`src/rtl/wcfr_pkg.sv`:
```
// ----------------------------------------------------------------------------
// wcfr_pkg: shared types and constants of the wavetable cubic frame reader
// Field widths, command format between front and back, back-end states and
// the fixed-point constants of the Catmull-Rom datapath.
// ----------------------------------------------------------------------------
package wcfr_pkg;

    // Default geometry of the table
    localparam int FRAME_SIZE_DEF = 2048;
    localparam int MAX_FRAMES_DEF = 16;

    // Widest address and in-frame position over the whole parameter range
    localparam int ADDR_MAX_W = 21;
    localparam int POS_MAX_W  = 13;

    // Channel field widths
    localparam int ADDR_IN_W   = 15;
    localparam int SAMPLE_W    = 16;
    localparam int PHASE_W     = 32;
    localparam int FRAME_IDX_W = 4;
    localparam int FRAC_W      = 16;
    localparam int CFG_W       = 5;

    localparam logic [CFG_W-1:0] CFG_RESET = 5'd16;
    localparam logic             OPC_WRITE = 1'b0;
    localparam logic             OPC_READ  = 1'b1;

    // Accumulator holds twice the value in units of 2^-16
    localparam int ACC_W = 40;
    localparam int MUL_W = ACC_W + FRAC_W + 1;

    localparam logic signed [ACC_W-1:0] ROUND_BIAS = ACC_W'(65536);
    localparam logic signed [ACC_W-1:0] SAT_HI     = ACC_W'(32767);
    localparam logic signed [ACC_W-1:0] SAT_LO     = ACC_W'(-32768);

    // Command queue between front and back
    localparam int QUEUE_DEPTH = 4;

    typedef enum logic [1:0] {
        K_WRITE,
        K_READ,
        K_ZERO
    } t_kind;

    typedef struct packed {
        t_kind                                kind;
        logic [ADDR_MAX_W-1:0]                addr;
        logic signed [SAMPLE_W-1:0]           wdata;
        logic [ADDR_MAX_W-1:0]                base0;
        logic [ADDR_MAX_W-1:0]                base1;
        logic [3:0][POS_MAX_W-1:0]            taps;
        logic [FRAC_W-1:0]                    t;
        logic [FRAC_W-1:0]                    blend;
        logic                                 use_next;
    } t_cmd;

    typedef enum logic [2:0] {
        S_IDLE,
        S_TAP,
        S_COEF,
        S_MAC,
        S_DIFF,
        S_BLEND,
        S_OUT
    } t_back_state;

endpackage

```
`src/rtl/wcfr_in_if.sv`:
```
// ----------------------------------------------------------------------------
// wcfr_in_if: item channel of the wavetable cubic frame reader
// Carries write and read items with a valid/ready handshake.
// ----------------------------------------------------------------------------
interface wcfr_in_if;
    logic                                valid;
    logic                                ready;
    logic                                opcode;
    logic [wcfr_pkg::ADDR_IN_W-1:0]      write_address;
    logic signed [wcfr_pkg::SAMPLE_W-1:0] write_sample;
    logic [wcfr_pkg::PHASE_W-1:0]        phase;
    logic [wcfr_pkg::FRAME_IDX_W-1:0]    frame_index;
    logic [wcfr_pkg::FRAC_W-1:0]         frame_blend;

    modport source (
        output valid, opcode, write_address, write_sample, phase, frame_index, frame_blend,
        input  ready
    );
    modport sink (
        input  valid, opcode, write_address, write_sample, phase, frame_index, frame_blend,
        output ready
    );
endinterface

```
`src/rtl/wcfr_front.sv`:
```
// ----------------------------------------------------------------------------
// wcfr_front: item classifier
// Turns an accepted beat into a queue command: write, interpolated read or
// zero read; works out the phase position, fraction, wrapped taps and bases.
// ----------------------------------------------------------------------------
module wcfr_front #(
    parameter int FRAME_SIZE = wcfr_pkg::FRAME_SIZE_DEF,
    parameter int MAX_FRAMES = wcfr_pkg::MAX_FRAMES_DEF
) (
    wcfr_in_if.sink                 i_in,
    input  logic [wcfr_pkg::CFG_W-1:0] i_frames_in_use,
    output logic                    o_cmd_valid,
    output wcfr_pkg::t_cmd          o_cmd,
    input  logic                    i_cmd_ready
);

    localparam int DEPTH  = FRAME_SIZE * MAX_FRAMES;
    localparam int PW     = $clog2(FRAME_SIZE);
    localparam int PROD_W = wcfr_pkg::PHASE_W + PW;

    localparam logic [PW:0] FS_E = (PW + 1)'(FRAME_SIZE);
    localparam logic [PW:0] ONE  = (PW + 1)'(1);
    localparam logic [PW:0] TWO  = (PW + 1)'(2);

    logic [PROD_W-1:0]              w_prod;
    logic [PW:0]                    w_pos;
    logic [PW:0]                    w_p1;
    logic [PW:0]                    w_p2;
    logic [PW:0]                    w_xm1;
    logic [PW:0]                    w_x1;
    logic [PW:0]                    w_x2;
    logic [wcfr_pkg::CFG_W-1:0]     w_count;
    logic [wcfr_pkg::CFG_W-1:0]     w_frame;
    logic [wcfr_pkg::CFG_W-1:0]     w_next;
    logic                           w_in_use;
    logic                           w_next_use;
    logic                           w_is_read;
    logic                           w_in_range;

    // Position and fraction of the phase inside one frame
    assign w_prod = PROD_W'(i_in.phase) * PROD_W'(FRAME_SIZE);
    assign w_pos  = {1'b0, w_prod[PROD_W-1:wcfr_pkg::PHASE_W]};

    // Wrap neighbor positions inside the frame
    always_comb begin
        w_p1  = w_pos + ONE;
        w_p2  = w_pos + TWO;
        w_xm1 = (w_pos == '0) ? (FS_E - ONE) : (w_pos - ONE);
        w_x1  = (w_p1 == FS_E) ? '0 : w_p1;
        w_x2  = (w_p2 >= FS_E) ? (w_p2 - FS_E) : w_p2;
    end

    // Clamp the loaded frame count to the table size
    always_comb begin
        if (int'(i_frames_in_use) > MAX_FRAMES) begin
            w_count = wcfr_pkg::CFG_W'(MAX_FRAMES);
        end else begin
            w_count = i_frames_in_use;
        end
    end

    assign w_frame    = {1'b0, i_in.frame_index};
    assign w_next     = w_frame + wcfr_pkg::CFG_W'(1);
    assign w_in_use   = (w_frame < w_count);
    assign w_next_use = (w_next < w_count);
    assign w_is_read  = (i_in.opcode == wcfr_pkg::OPC_READ);
    assign w_in_range = (32'(i_in.write_address) < 32'(DEPTH));

    // Build the command
    always_comb begin
        if (!w_is_read) begin
            o_cmd.kind = wcfr_pkg::K_WRITE;
        end else if (w_in_use) begin
            o_cmd.kind = wcfr_pkg::K_READ;
        end else begin
            o_cmd.kind = wcfr_pkg::K_ZERO;
        end
        o_cmd.addr     = wcfr_pkg::ADDR_MAX_W'(i_in.write_address);
        o_cmd.wdata    = i_in.write_sample;
        o_cmd.base0    = wcfr_pkg::ADDR_MAX_W'(w_frame) * wcfr_pkg::ADDR_MAX_W'(FRAME_SIZE);
        o_cmd.base1    = wcfr_pkg::ADDR_MAX_W'(w_next) * wcfr_pkg::ADDR_MAX_W'(FRAME_SIZE);
        o_cmd.taps[0]  = wcfr_pkg::POS_MAX_W'(w_xm1);
        o_cmd.taps[1]  = wcfr_pkg::POS_MAX_W'(w_pos);
        o_cmd.taps[2]  = wcfr_pkg::POS_MAX_W'(w_x1);
        o_cmd.taps[3]  = wcfr_pkg::POS_MAX_W'(w_x2);
        o_cmd.t        = w_prod[wcfr_pkg::PHASE_W-1:wcfr_pkg::PHASE_W-wcfr_pkg::FRAC_W];
        o_cmd.blend    = i_in.frame_blend;
        o_cmd.use_next = (i_in.frame_blend != '0) && w_next_use;
    end

    // Drop writes beyond the table; they are taken but never queued
    assign o_cmd_valid = i_in.valid && (w_is_read || w_in_range);
    assign i_in.ready  = i_cmd_ready;

endmodule

```
`src/flat_wrapper.sv`:
```
// flat-port wrapper written by rule: the top's interface ports become plain ports
module wcfr_front_flat 
#(
    parameter int FRAME_SIZE = wcfr_pkg::FRAME_SIZE_DEF,
    parameter int MAX_FRAMES = wcfr_pkg::MAX_FRAMES_DEF
)
  (i_frames_in_use, o_cmd_valid, o_cmd, i_cmd_ready, i_in_valid, i_in_opcode, i_in_write_address, i_in_write_sample, i_in_phase, i_in_frame_index, i_in_frame_blend, i_in_ready);
  wcfr_in_if i_in_i ();
  input  logic [wcfr_pkg::CFG_W-1:0] i_frames_in_use;
  output logic o_cmd_valid;
  output wcfr_pkg::t_cmd o_cmd;
  input  logic i_cmd_ready;
  input wire logic [$bits(i_in_i.valid)-1:0] i_in_valid;
  input wire logic [$bits(i_in_i.opcode)-1:0] i_in_opcode;
  input wire logic [$bits(i_in_i.write_address)-1:0] i_in_write_address;
  input wire logic [$bits(i_in_i.write_sample)-1:0] i_in_write_sample;
  input wire logic [$bits(i_in_i.phase)-1:0] i_in_phase;
  input wire logic [$bits(i_in_i.frame_index)-1:0] i_in_frame_index;
  input wire logic [$bits(i_in_i.frame_blend)-1:0] i_in_frame_blend;
  output wire logic [$bits(i_in_i.ready)-1:0] i_in_ready;
  assign i_in_i.valid = i_in_valid;
  assign i_in_i.opcode = i_in_opcode;
  assign i_in_i.write_address = i_in_write_address;
  assign i_in_i.write_sample = i_in_write_sample;
  assign i_in_i.phase = i_in_phase;
  assign i_in_i.frame_index = i_in_frame_index;
  assign i_in_i.frame_blend = i_in_frame_blend;
  assign i_in_ready = i_in_i.ready;
  wcfr_front #(.FRAME_SIZE(FRAME_SIZE), .MAX_FRAMES(MAX_FRAMES)) u_core (.i_in(i_in_i), .i_frames_in_use(i_frames_in_use), .o_cmd_valid(o_cmd_valid), .o_cmd(o_cmd), .i_cmd_ready(i_cmd_ready));
endmodule
```
`config.mk`:
```
export PLATFORM = sky130hd
export DESIGN_NAME = wcfr_front_flat
export DESIGN_NICKNAME = d
export VERILOG_FILES = /design/src/rtl/wcfr_pkg.sv /design/src/rtl/wcfr_in_if.sv /design/src/rtl/wcfr_front.sv /design/src/flat_wrapper.sv
export SDC_FILE = /design/constraint.sdc
export NUM_CORES = 1
export LEC_CHECK = 0
export ABC_AREA = 1
export BUFFER_PORTS_ARGS = -buffer_cell sky130_fd_sc_hd__buf_4
export CORE_AREA = 2 2 100 102
export DETAILED_ROUTE_END_ITERATION = 16
export DIE_AREA = 0 0 102 104
export PLACE_DENSITY = 0.55
export SYNTH_ARGS = -nofsm -noshare
export SYNTH_HDL_FRONTEND = slang
export SYNTH_SLANG_ARGS = --single-unit
```
`constraint.sdc`:
```
create_clock -name vclk -period 2.8
set_input_delay 0.28 -clock vclk [all_inputs]
set_output_delay 0.28 -clock vclk [all_outputs]
set_load 0.02 [all_outputs]
```
==> impl_metrics.csv <==
group,metric,value,unit
grt,grt_overflow,0,
sta,rsz0062_at_grt,"no",
min_path,hold_path_class,"in -> out",
place,port_buffers,111,
drt,ant_nets,0,
worst_setup_path,cp-end-kind,"output port",
place,dpl.hpwl,5.446,mm
drt,dr_total_vias,1775,
finish,design.seq.count,0,
synthesis,ys_seq_area_share,0,%
sta,fin_crit_sh,70.66,%
finish,n_fill_cell,1103,
worst_setup_path,cp-start-kind,"input pin",
sta,max_clock_freq,0.5054,GHz
clocking,postCtsResizedCells,0,
worst_setup_path,crit_fanout,5,
worst_setup_path,crit_arrival,1700,ps
floorplanning,start_util,21.41,%
floorplanning,coreArea,9549,um2
drt,drt_iter0_markers,46,
floorplanning,num_rows,36,
clocking,post_cts_buffers,0,
finish,finalNetCount,444,
grt,grt_pass1_wl,8.721,mm
drt,post-route-drc-count,0,
synthesis,synth_cell_types,31,
drt,wl_per_cell,13.12,um
floorplanning,die-height,104,um
finish,layout_commonest_cell,"buf_4",
pwr,irDropWorstVdd,0.00005906,V
floorplanning,die_x,102,um
finish,syn_to_final_growth,9.058,%
min_path,hp-start,"i_in_write_sample[4]",
worst_setup_path,crit_required,2520,ps
drt,routed_wl,6.151,mm
pwr,power.density,196.2,nW/um2
synthesis,syn-cell-area,2044,um2
sta,drv_slew,0,
sta,setup_viol,0,
sta,min_period,1979,ps
drt,drtPass1Iterations,4,
sta,hold_viol,0,
place,place_congestion,0.8531,
grt,grt_pass1_vias,1651,
worst_setup_path,critPathKind,"in -> out",
grt,antenna_found_initial,0,
finish,n_clock_buffer,0,
clocking,cts_hold_buf,0,
synthesis,yosys_warnings,0,
sta,finalSetupTns,0,ps
finish,final_cell_mix,"buf_4 (111), nand2_1 (47), conb_1 (45)",
finish,drive_gt1_share,39.88,%
flow_run,max-cap-violations,0,
outcome,status,"finished clean",
synthesis,syn_inst,312,
grt,grt_max_degree,17,
sta,holdWs,560.0,ps
pwr,p_leak,0.001214,uW
grt,track_usage,10.52,%
finish,seq_area,0,um2
finish,multiInputGateArea,1129,um2
min_path,whs_path_depth,0,
floorplanning,die_area,10610,um2
drt,vias_per_cell,3.785,
floorplanning,io_pins,259,
finish,diodes,0,
synthesis,syn-mean-instance-area,6.553,um2
min_path,min_to,"o_cmd[131]",
==> synthesized netlist by cell type (4+ instances only) <==
library cell / count / area share, %
nor2_2: 4 / 1.2
ha_1: 15 / 9.2
a21oi_1: 4 / 0.98
o21ai_0: 7 / 1.7
nor4_1: 4 / 1.2
inv_1: 23 / 4.2
xor2_1: 12 / 5.1
buf_4: 127 / 47
nand3_1: 12 / 2.9
nor3_1: 6 / 1.5
nand2_2: 5 / 1.5
nor2_1: 16 / 2.9
nand2_1: 47 / 8.6
==> metrics by stage <==
step           utilization, %  worst slack (ps)  power (uW)  area, um2  cells
6_report                23.35             821.4       437.5       2230    469
5_1_grt                 23.35             505.5       473.6       2230    469
4_1_cts                 23.35             814.3       442.1       2230    469
3_5_place_dp            23.35             814.2       440.4       2230    469
3_3_place_gp            23.35             826.4       435.4       2230    469
2_1_floorplan               -             755.4       434.8       2210    356
==> worst max path at each step <==
stage,from,endpoint,slack (ps)
final,i_in_frame_index[0],o_cmd[0],820
after global routing,i_frames_in_use[1],o_cmd[165],510
after CTS,i_frames_in_use[1],o_cmd[165],810
after detailed placement,i_frames_in_use[1],o_cmd[165],810
after global placement,i_frames_in_use[1],o_cmd[164],830
after floorplan,i_in_frame_index[0],o_cmd[0],760
==> cells by family (layout without fill, tap and decap cells) <==
kind of cell,Yosys count,after routing,share of synthesized area (%)
buf+inv,158,138,52.88
xor+xnor,14,14,6.365
fa+ha+maj,15,15,9.180
simple gates,105,105,26.07
other cells,1,45,0.1834
compound gates,19,19,5.324
==> routing by layer <==
metal  track usage (%)  up-vias  part of all wire, %  routed length, um
li1                  -      853                    -                  -
met1             11.79      778                   36               2240
met2             20.39      118                   52               3201
met3             1.411       26                  9.7                595
met4             2.381        0                  1.8                113
met5                 0        -                    0                  0
==> power by group <==
part / leakage [uW] / internal [uW] / switching, uW
clock network: 0 / 0 / 0
logic: 0.00121 / 159 / 279
registers: 0 / 0 / 0
total: 0.00121 / 159 / 279
==> worst max-delay path, stage by stage <==
cell and delay (ps):
buf_4 130, ha_1 220, xor2_1 220, ha_1 290
nand2_1 70, nor2_1 30, o21ai_0 70, o211ai_1 120
nor2_1 110, buf_4 140
==> layout make-up <==
type,count,area share [%]
inverters,27,4.545
multi-input cells,198,50.62
well taps,133,7.464
repair buffers,111,37.37
Power figures use the tool's default switching activity.
