`src/rtl/wcfr_pkg.sv`:
```
// ----------------------------------------------------------------------------
// wcfr_pkg: shared types and constants of the wavetable cubic frame reader
// Field widths, command format between front and back, back-end states and
// the fixed-point constants of the Catmull-Rom datapath.
// ----------------------------------------------------------------------------
package wcfr_pkg;

    // Default geometry of the table
    localparam int FRAME_SIZE_DEF = 2048;
    localparam int MAX_FRAMES_DEF = 16;

    // Widest address and in-frame position over the whole parameter range
    localparam int ADDR_MAX_W = 21;
    localparam int POS_MAX_W  = 13;

    // Channel field widths
    localparam int ADDR_IN_W   = 15;
    localparam int SAMPLE_W    = 16;
    localparam int PHASE_W     = 32;
    localparam int FRAME_IDX_W = 4;
    localparam int FRAC_W      = 16;
    localparam int CFG_W       = 5;

    localparam logic [CFG_W-1:0] CFG_RESET = 5'd16;
    localparam logic             OPC_WRITE = 1'b0;
    localparam logic             OPC_READ  = 1'b1;

    // Accumulator holds twice the value in units of 2^-16
    localparam int ACC_W = 40;
    localparam int MUL_W = ACC_W + FRAC_W + 1;

    localparam logic signed [ACC_W-1:0] ROUND_BIAS = ACC_W'(65536);
    localparam logic signed [ACC_W-1:0] SAT_HI     = ACC_W'(32767);
    localparam logic signed [ACC_W-1:0] SAT_LO     = ACC_W'(-32768);

    // Command queue between front and back
    localparam int QUEUE_DEPTH = 4;

    typedef enum logic [1:0] {
        K_WRITE,
        K_READ,
        K_ZERO
    } t_kind;

    typedef struct packed {
        t_kind                                kind;
        logic [ADDR_MAX_W-1:0]                addr;
        logic signed [SAMPLE_W-1:0]           wdata;
        logic [ADDR_MAX_W-1:0]                base0;
        logic [ADDR_MAX_W-1:0]                base1;
        logic [3:0][POS_MAX_W-1:0]            taps;
        logic [FRAC_W-1:0]                    t;
        logic [FRAC_W-1:0]                    blend;
        logic                                 use_next;
    } t_cmd;

    typedef enum logic [2:0] {
        S_IDLE,
        S_TAP,
        S_COEF,
        S_MAC,
        S_DIFF,
        S_BLEND,
        S_OUT
    } t_back_state;

endpackage

```
`src/rtl/wcfr_fifo.sv`:
```
// ----------------------------------------------------------------------------
// wcfr_fifo: command queue
// Short first-in first-out queue of commands between front and back.
// ----------------------------------------------------------------------------
module wcfr_fifo (
    input  logic           i_clk,
    input  logic           i_rst_n,
    input  logic           i_push_valid,
    output logic           o_push_ready,
    input  wcfr_pkg::t_cmd i_push_data,
    output logic           o_pop_valid,
    input  logic           i_pop_ready,
    output wcfr_pkg::t_cmd o_pop_data
);

    localparam int PTR_W = $clog2(wcfr_pkg::QUEUE_DEPTH);
    localparam int CNT_W = PTR_W + 1;

    wcfr_pkg::t_cmd   r_mem [wcfr_pkg::QUEUE_DEPTH];
    logic [PTR_W-1:0] r_wr_ptr;
    logic [PTR_W-1:0] r_rd_ptr;
    logic [CNT_W-1:0] r_count;
    logic             w_push;
    logic             w_pop;

    assign o_push_ready = (r_count != CNT_W'(wcfr_pkg::QUEUE_DEPTH));
    assign o_pop_valid  = (r_count != '0);
    assign o_pop_data   = r_mem[r_rd_ptr];
    assign w_push       = i_push_valid && o_push_ready;
    assign w_pop        = o_pop_valid && i_pop_ready;

    // Advance pointers and occupancy; depth is a power of two so pointers wrap
    always_ff @(posedge i_clk) begin
        if (!i_rst_n) begin
            r_wr_ptr <= '0;
            r_rd_ptr <= '0;
            r_count  <= '0;
        end else begin
            if (w_push) begin
                r_wr_ptr <= r_wr_ptr + PTR_W'(1);
            end
            if (w_pop) begin
                r_rd_ptr <= r_rd_ptr + PTR_W'(1);
            end
            case ({w_push, w_pop})
                2'b10:   r_count <= r_count + CNT_W'(1);
                2'b01:   r_count <= r_count - CNT_W'(1);
                default: r_count <= r_count;
            endcase
        end
    end

    // Store entries
    always_ff @(posedge i_clk) begin
        if (w_push) begin
            r_mem[r_wr_ptr] <= i_push_data;
        end
    end

endmodule

```
`config.mk`:
```
export PLATFORM = sky130hd
export DESIGN_NAME = wcfr_fifo
export DESIGN_NICKNAME = d
export VERILOG_FILES = /design/src/rtl/wcfr_pkg.sv /design/src/rtl/wcfr_fifo.sv
export SDC_FILE = /design/constraint.sdc
export NUM_CORES = 1
export LEC_CHECK = 0
export BUFFER_PORTS_ARGS = -buffer_cell sky130_fd_sc_hd__buf_2
export CAP_MARGIN = 20
export CORE_MARGIN = 4
export CORE_UTILIZATION = 60
export DETAILED_ROUTE_END_ITERATION = 8
export GPL_TIMING_DRIVEN = 0
export PLACE_DENSITY = 0.89
export SLEW_MARGIN = 20
export SYNTH_ARGS = -nofsm -noshare
export SYNTH_HDL_FRONTEND = slang
export SYNTH_SLANG_ARGS = --single-unit
export TNS_END_PERCENT = 50
```
`constraint.sdc`:
```
create_clock -name i_clk -period 8.3 [get_ports i_clk]
set_clock_uncertainty 0.1 [all_clocks]
set_input_delay 1.245 -clock i_clk [delete_from_list [all_inputs] [get_ports i_clk]]
set_output_delay 1.245 -clock i_clk [all_outputs]
set_load 0.01 [all_outputs]
```
==> parameters.txt, run 1 <==
Parameter                              Value

Status
  Outcome    finished, final reports clean

Logic synthesis
  FF+latch count, synth    673
  Syn Area/Cell    26.6 um^2
  Synthesis warning total    0
  Proportion of synthesized chip area in sequential cells    82.3%
  Cells taking the most area after synthesis    edfxtp_1 82%, mux4_2 15%, dfxtp_1 0.74%
  Synthesized Nets    1095
  Number of distinct library cells after synthesis    25
  Area of the mapped netlist    0.0245 mm^2
  Largest area contributor in the netlist    edfxtp_1
  Post-synthesis instance total    919
  Share of Yosys cell area claimed by the top area cell type    81.5%

Layout
  # fillers    2106
  Layout Nets    1511
  Fraction of final layout cells with drive strength greater than 1    46.5%
  Final Non-Filler Cells    1912
  Cell area after layout    0.0293 mm^2
  Synthesis-to-layout area growth    19.8%
  Utilization of the core after routing    73.2%

Critical path
  Kind of cell adding the most delay to the critical path    buffers and inverters
  Reg2Reg Depth    5
  CP dominant cell by count    buf_2
  Data arrival time at the worst-slack endpoint    2.70 ns
  Category of the most critical setup path    flop to output port
  Total stage count of the critical path    4
  Bufs and invs on worst path    3
  Slowest-stage cell, CP    clkbuf_1
  Largest fanout on the critical path    10
  Critical path cell sequence    clkbuf_1, buf_2, mux4_2, buf_2
  Crit path capture type    output port
  Slack of the worst reg-to-reg path    5.25 ns
  CP peak stage delay    0.70 ns
  Kind of start point of the critical path    flop
  Required time worst endpoint    6.95 ns

Clocking
  Root Buffer    clkbuf_16
  Number of sinks on the clock net    673
  Clock transition at the registers of the reported paths    0.06 ns
  CTS buffer count    66
  Total of cells resized after clock tree synthesis    0
  Largest buffer count on any clock path    3
  Later-pin clock latency in the skew report    0.57 ns
  Number of buffers inserted by post-CTS setup repair    0
  Hold bufs inserted after CTS    0
  Clock tree from TritonCTS    done
  Htree depth    3

Power and ir drop
  Largest voltage drop on the vdd net    0.254 mV
  Cell leakage power    9.89 nW
  PwrDens    321 mW/mm^2
  Final Power    9.39 mW

Place
  Last weighted congestion value of the routability-driven placer    0.725
  Post-detail-place hpwl    32700 um
  Setup slack after placement    4.56 ns
  Cell total after placement    1792
  Port buffer count    336
  Standard cell area after detailed placement    0.0271 mm^2

Die
  Die width    210 um
  Die boundary height    210 um
  # rows    73
  Placeable Area    0.0400 mm^2
  Starting density of the core    61.1%
  I/O pin total    338
  Overall die area    0.0441 mm^2

STA
  Final period util    48.7%
  Number of endpoints with negative hold slack in the final report    0
  Measured slew at the worst slew-check pin    0.885 ns
  Sum Neg Setup Slack    0 ns
  Fin crit period    4.04 ns
  Final setup violation count    0
  Headroom to the max-slew limit    41.0%
  Post-layout worst setup margin    4.26 ns
  Final Slew Violations    0
  Setup repair after global routing missed its margin    no
  Fmax    0.247 GHz
  Worst hold slack across all endpoints    0.465 ns

Min path
  Min-Delay Path Class    flop to flop
  Number of stages on the worst hold path    2

Route
  WL/cell    28.2 um
  Final wirelength    53900 um
  Total vias in the final route    11.6k
  Number of vias per cell after detailed routing    6.09
  Drt initial violations    1188
  DRC    0
  First-pass iteration count of the detailed router    5
  Remaining antenna violation count after routing    0

Global route
  Number of antenna violations at the first check in global routing    5
  Vias in the first global route    12.6k
  Pin count of the biggest net entering global routing    49
  Wire length of the first global-routing pass    81200 um
  Overall overflow remaining after global route    0
  Total routing resource utilization after global routing    24.8%

Job
  Max cap viols    0
## layout by cell type (no fill, tap or decap)
master,instances
a21boi_0,1
diode_2,3
nand2_1,6
o31a_1,1
or3_1,2
buf_8,1
inv_1,6
ha_1,5
clkbuf_8,2
bufinv_16,8
xor2_1,1
buf_4,2
clkbuf_16,69
buf_12,1
a21boi_1,1
o21ai_0,2
buf_6,16
mux4_2,166
buf_16,11
nor2b_1,2
dfxtp_1,9
nor2_1,1
clkinv_2,10
clkinv_1,14
inv_6,3
edfxtp_1,664
o311ai_0,1
and2_1,3
buf_2,351
clkbuf_1,13
buf_1,2
fa_1,1
xnor2_1,3
and2_4,4
mux2i_1,2
## sequential cells by signal, indices dropped and copies added (netlist names), named ones only
register / count
r_count: 3
r_mem: 664
r_rd_ptr: 2
r_wr_ptr: 2
## routing by layer
| layer | routed length (um) | part of all wire, % | track usage, % |
|---|---|---|---|
| met5 | 46 | 0.085 | 0 |
| met4 | 1580 | 2.9 | 8.03 |
| met3 | 4730 | 8.8 | 6.61 |
| met2 | 28900 | 54 | 42.9 |
| met1 | 18700 | 35 | 31.2 |
## report_power, final
group          internal [mW]  switching [mW]  total [mW]  leakage [nW]
Clock                   1.78            1.21        2.99          1.07
Combinational           1.04            1.16        2.21          2.66
Sequential              4.10          0.0986        4.19          6.17
## tightest hold or removal path: cells and delay by family, from the launching register on
kind / cells / cell delay [ns]
DFF: 1 / 0.36
and+or+nand+nor: 1 / 0.09
muxes: 1 / 0.07
## cells by family after synthesis
group           share of synthesized area, %
compound gates                         0.174
fa+ha+maj                              0.338
simple gates                           0.389
xor+xnor                               0.143
flops                                   82.3
buf+inv                                 1.32
mux                                     15.4
## final cells by class
cell class / count / area (um^2) / area share, %
Sequential cell: 673 / 20100 / 68.7
Multi-Input combinational cell: 202 / 4020 / 13.7
Timing Repair Buffer: 348 / 2000 / 6.84
Clock buffer: 82 / 1800 / 6.13
Tap cell: 525 / 657 / 2.24
Clock inverter: 35 / 369 / 1.26
Buffer: 38 / 300 / 1.02
Inverter: 6 / 22.5 / 0.0769
Antenna cell: 3 / 7.51 / 0.0256
## final timing paths
path                                            endpoint                startpoint
worst max-delay path                      o_pop_data[93]                      flop
worst min-delay path            r_wr_ptr[0]$_SDFFE_PN0P_  r_wr_ptr[0]$_SDFFE_PN0P_
worst max register to register   r_mem[2][142]$_DFFE_PP_   r_count[0]$_SDFFE_PN0P_
worst min register to register  r_wr_ptr[0]$_SDFFE_PN0P_  r_wr_ptr[0]$_SDFFE_PN0P_
## cell usage after synthesis
cell      count
mux4_2      166
nand2_1       6
buf_2        15
o21ai_0       2
clkbuf_1      2
edfxtp_1    664
nor2_1        1
ha_1          5
buf_6        16
inv_1         6
buf_4         2
nor2b_1       2
a21boi_1      1
dfxtp_1       9
or3_1         2
fa_1          1
xnor2_1       3
o311ai_0      1
buf_8         1
and2_1        7
o31a_1        1
a21boi_0      1
mux2i_1       2
buf_1         2
xor2_1        1
Note: power is estimated with default switching activity, not from simulation.
==> run 2, diff against run 1 <==
Settings changed: ABC_AREA from default to 1, CORE_UTILIZATION 60 to 52, PLACE_DENSITY 0.89 to 0.82.
Clock period 8.3 ns to 3.35 ns, I/O delays scaled along.
==> run 2 against run 1 <==
Against the previous run:
- first-iteration DRC count up 46%
- final area grew 13%
- clock-buffer cell count grew 1
- die area up 23%
- clock power grew 150%
- non-clock buffer count rose by 250
- final cell count is 57% higher
- core utilization shrank 6.0 points
- largest power group unchanged
- register-to-register slack got worse by 4.3 ns
- via count grew 51%
- synthesized cell count up 82%
==> parameters.txt, run 2 <==
Parameter                              Value

Status
  Outcome    finished, final reports clean

Route
  Drt initial violations    1732 (+46%)
  Total vias in the final route    17.5k (+51%)
  WL/cell    24.0 um (-15%)
  First-pass iteration count of the detailed router    6 (+1)
  Remaining antenna violation count after routing    0 (unchanged)
  DRC    0 (unchanged)
  Final wirelength    72100 um (+34%)
  Number of vias per cell after detailed routing    5.85 (-3.9%)

Critical path
  Category of the most critical setup path    flop to output port
  Crit path capture type    output port
  Slowest-stage cell, CP    dfxtp_1
  Required time worst endpoint    2.75 ns (-4.20 ns)
  Data arrival time at the worst-slack endpoint    2.64 ns (-0.06 ns)
  CP peak stage delay    0.48 ns (-0.22 ns)
  Largest fanout on the critical path    10 (unchanged)
  Bufs and invs on worst path    3 (unchanged)
  Kind of cell adding the most delay to the critical path    buffers and inverters
  Kind of start point of the critical path    flop
  Critical path cell sequence    buf_4, clkbuf_1, o21ai_0, o22ai_1, buf_2

Logic synthesis
  FF+latch count, synth    673 (unchanged)
  Largest area contributor in the netlist    edfxtp_1
  Cells taking the most area after synthesis    edfxtp_1 76%, o21ai_0 5.6%, o22ai_2 3.8%
  Most frequently used cell type in the post-synthesis netlist    edfxtp_1
  Post-synth top cells    664 x edfxtp_1, 294 x o21ai_0, 262 x nor2_1
  Synthesized Nets    1849 (+69%)
  Post-synthesis async set-or-reset flop share    0% (unchanged)
  Proportion of synthesized chip area in sequential cells    76.9% (-5.4 points)
  Number of distinct library cells after synthesis    22 (-12%)
  Post-synthesis instance total    1673 (+82%)
  Syn Area/Cell    15.6 um^2 (-41%)
  Share of Yosys cell area claimed by the top area cell type    76.2% (-5.4 points)
  Area of the mapped netlist    0.0262 mm^2 (+7.0%)
  Number of enable flip-flop cells after synthesis    664 (unchanged)
  Most instantiated flip-flop cell in the synthesis netlist    edfxtp_1
  Synthesis warning total    0 (unchanged)

Power and ir drop
  PwrDens    734 mW/mm^2 (+130%)
  Largest voltage drop on the vdd net    0.613 mV (+140%)
  Fraction of power spent switching nets    32.0% (+5.6 points)
  Combinational Power Share    27.8% (+4.3 points)
  NetSw    7.79 mW (+210%)
  Cell leakage power    11.6 nW (+18%)
  Cell internal pwr    16.6 mW (+140%)
  Portion of total power attributed to sequential cells    42.0% (-2.6 points)
  Clock network power share    30.2% (-1.7 points)

Die
  Placeable Area    0.0494 mm^2 (+23%)
  Overall die area    0.0540 mm^2 (+23%)
  Die width    232 um (+11%)
  Starting density of the core    53.0% (-8.1 points)
  Die boundary height    232 um (+11%)
  I/O pin total    338 (unchanged)
  # rows    81 (+11%)

Layout
  Flip-flop count of the largest register, all copies and words added    664 (unchanged)
  Multi-input gate area    0.00533 mm^2 (+32%)
  # fillers    3128 (+49%)
  Most common cell after layout, fill and taps aside    edfxtp_1
  Layout Nets    2447 (+62%)
  Synthesis-to-layout area growth    26.8%
  Biggest regs    r_mem (664), r_count (3)
  Cell area after layout    0.0332 mm^2 (+13%)
  Most flops, register    r_mem
  Sequential cell area    0.0201 mm^2 (about the same)
  Most frequent cells in the layout    664 x edfxtp_1, 373 x buf_2, 294 x o21ai_0
  Fraction of final layout cells with drive strength greater than 1    30.0% (-17 points)

STA
  Final setup violation count    0 (unchanged)
  Fin crit period    3.24 ns
  Headroom to the max-slew limit    52.9% (+12 points)
  Final Slew Violations    0 (unchanged)
  Post-layout worst setup margin    0.111 ns (-4.15 ns)
  Final period util    96.7%
  Fmax    0.309 GHz
  Number of endpoints with negative hold slack in the final report    0 (unchanged)
  Measured slew at the worst slew-check pin    0.705 ns (-0.179 ns)
  Setup repair after global routing missed its margin    no
  Sum Neg Setup Slack    0 ns (unchanged)

Place
  Port buffer count    337 (+0.30%)
  Setup slack after placement    0.632 ns (-3.93 ns)
  Last weighted congestion value of the routability-driven placer    0.786 (+8.5%)
  Standard cell area after detailed placement    0.0295 mm^2 (+8.6%)
  Post-detail-place hpwl    42300 um (+30%)

Global route
  Wire length of the first global-routing pass    106000 um (+31%)
  Overall overflow remaining after global route    0 (unchanged)
  Vias in the first global route    18.3k (+45%)
  Pin count of the biggest net entering global routing    25 (-49%)
  Number of antenna violations at the first check in global routing    7 (+2)
  Total routing resource utilization after global routing    26.0% (+1.2 points)

Min path
  Min-Delay Path Class    input port to flop

Clocking
  Later-pin clock latency in the skew report    0.60 ns (+0.03 ns)
  Clock transition at the registers of the reported paths    0.06 ns (about the same)
  Root Buffer    clkbuf_16
  Clock tree from TritonCTS    done
  Number of buffers inserted by post-CTS setup repair    0 (unchanged)
  CTS buffer count    69 (+4.5%)
  Number of sinks on the clock net    673 (unchanged)
  Largest buffer count on any clock path    3 (unchanged)
  Htree depth    3 (unchanged)

Job
  Max cap viols    0 (unchanged)
## run 2: cell count changes after synthesis, moves of 22 or more
cell / previous run / this run
nor2_1: 1 / 262
mux4_2: 166 / 0
o22ai_2: 0 / 80
o22ai_1: 0 / 86
nor2_4: 0 / 80
o21ai_1: 0 / 40
o21ai_0: 2 / 294
buf_2: 15 / 37
clkbuf_1: 2 / 45
## run 2: layer usage
metal | GRT usage, % | vias to the layer above | share of wire [%]
li1 | - | 7558 | -
met1 | 31.9 | 8776 | 36
met2 | 44.9 | 1038 | 51
met3 | 6.08 | 165 | 8.9
met4 | 10.1 | 2 | 3.2
met5 | 0 | - | 0.018
## run 2: cell families after synthesis
family          Yosys count  share of synthesized area, %
compound gates          505                          12.4
fa+ha+maj                 6                         0.316
buf+inv                 127                          2.94
flops                   673                          76.9
simple gates            362                          7.51
## run 2: path summary, 6_finish.rpt
| path | startpoint | end | slack [ns] | cells past startpoint |
|---|---|---|---|---|
| hold / removal | i_push_data[38] | r_mem[3][38]$_DFFE_PP_ | 0.04 | 1 |
| setup reg to reg | r_count[1]$_SDFFE_PN0P_ | r_mem[0][103]$_DFFE_PP_ | 0.95 | 7 |
| setup / recovery | flop | o_pop_data[63] | 0.11 | 5 |
| hold reg to reg | r_wr_ptr[1]$_SDFFE_PN0P_ | r_wr_ptr[1]$_SDFFE_PN0P_ | 0.41 | 2 |
## run 2: area by class of cell
| cell class | instances | share of cell area (%) |
|---|---|---|
| repair buffers | 527 | 12.0 |
| multi-input cells | 873 | 16.0 |
| flip-flops and latches | 673 | 60.6 |
| well taps | 664 | 2.50 |
| plain buffers | 109 | 2.11 |
| clock buffers | 83 | 5.55 |
| clock inverters | 42 | 0.905 |
| diodes | 9 | 0.0679 |
| inverters | 18 | 0.219 |
## run 2: metrics by stage
step	power [mW]	hold WS [ns]	std cells	util [%]
2_1_floorplan	14.1	0.362	1673	-
3_3_place_gp	16.5	0.380	2674	58.2
3_5_place_dp	16.9	0.394	2707	59.7
4_1_cts	24.3	0.000540	2989	67.2
5_1_grt	25.3	0.0108	2993	67.2
6_report	24.4	0.0416	2998	67.3
## run 2: what timing repair did
item	in CTS	in global routing
gates resized for setup	1	1
endpoints found under the setup margin	2	2
endpoints found under the hold margin	620	0
hold buffers	157	0
## run 2: power groups by stage
stage	clock (mW)	combinational, mW	sequential (mW)
floorplan	0	3.72	10.4
CTS	7.39	6.67	10.2
global route	7.80	7.19	10.3
global placement	0	6.07	10.5
finish	7.36	6.77	10.2
detailed placement	0	6.46	10.4
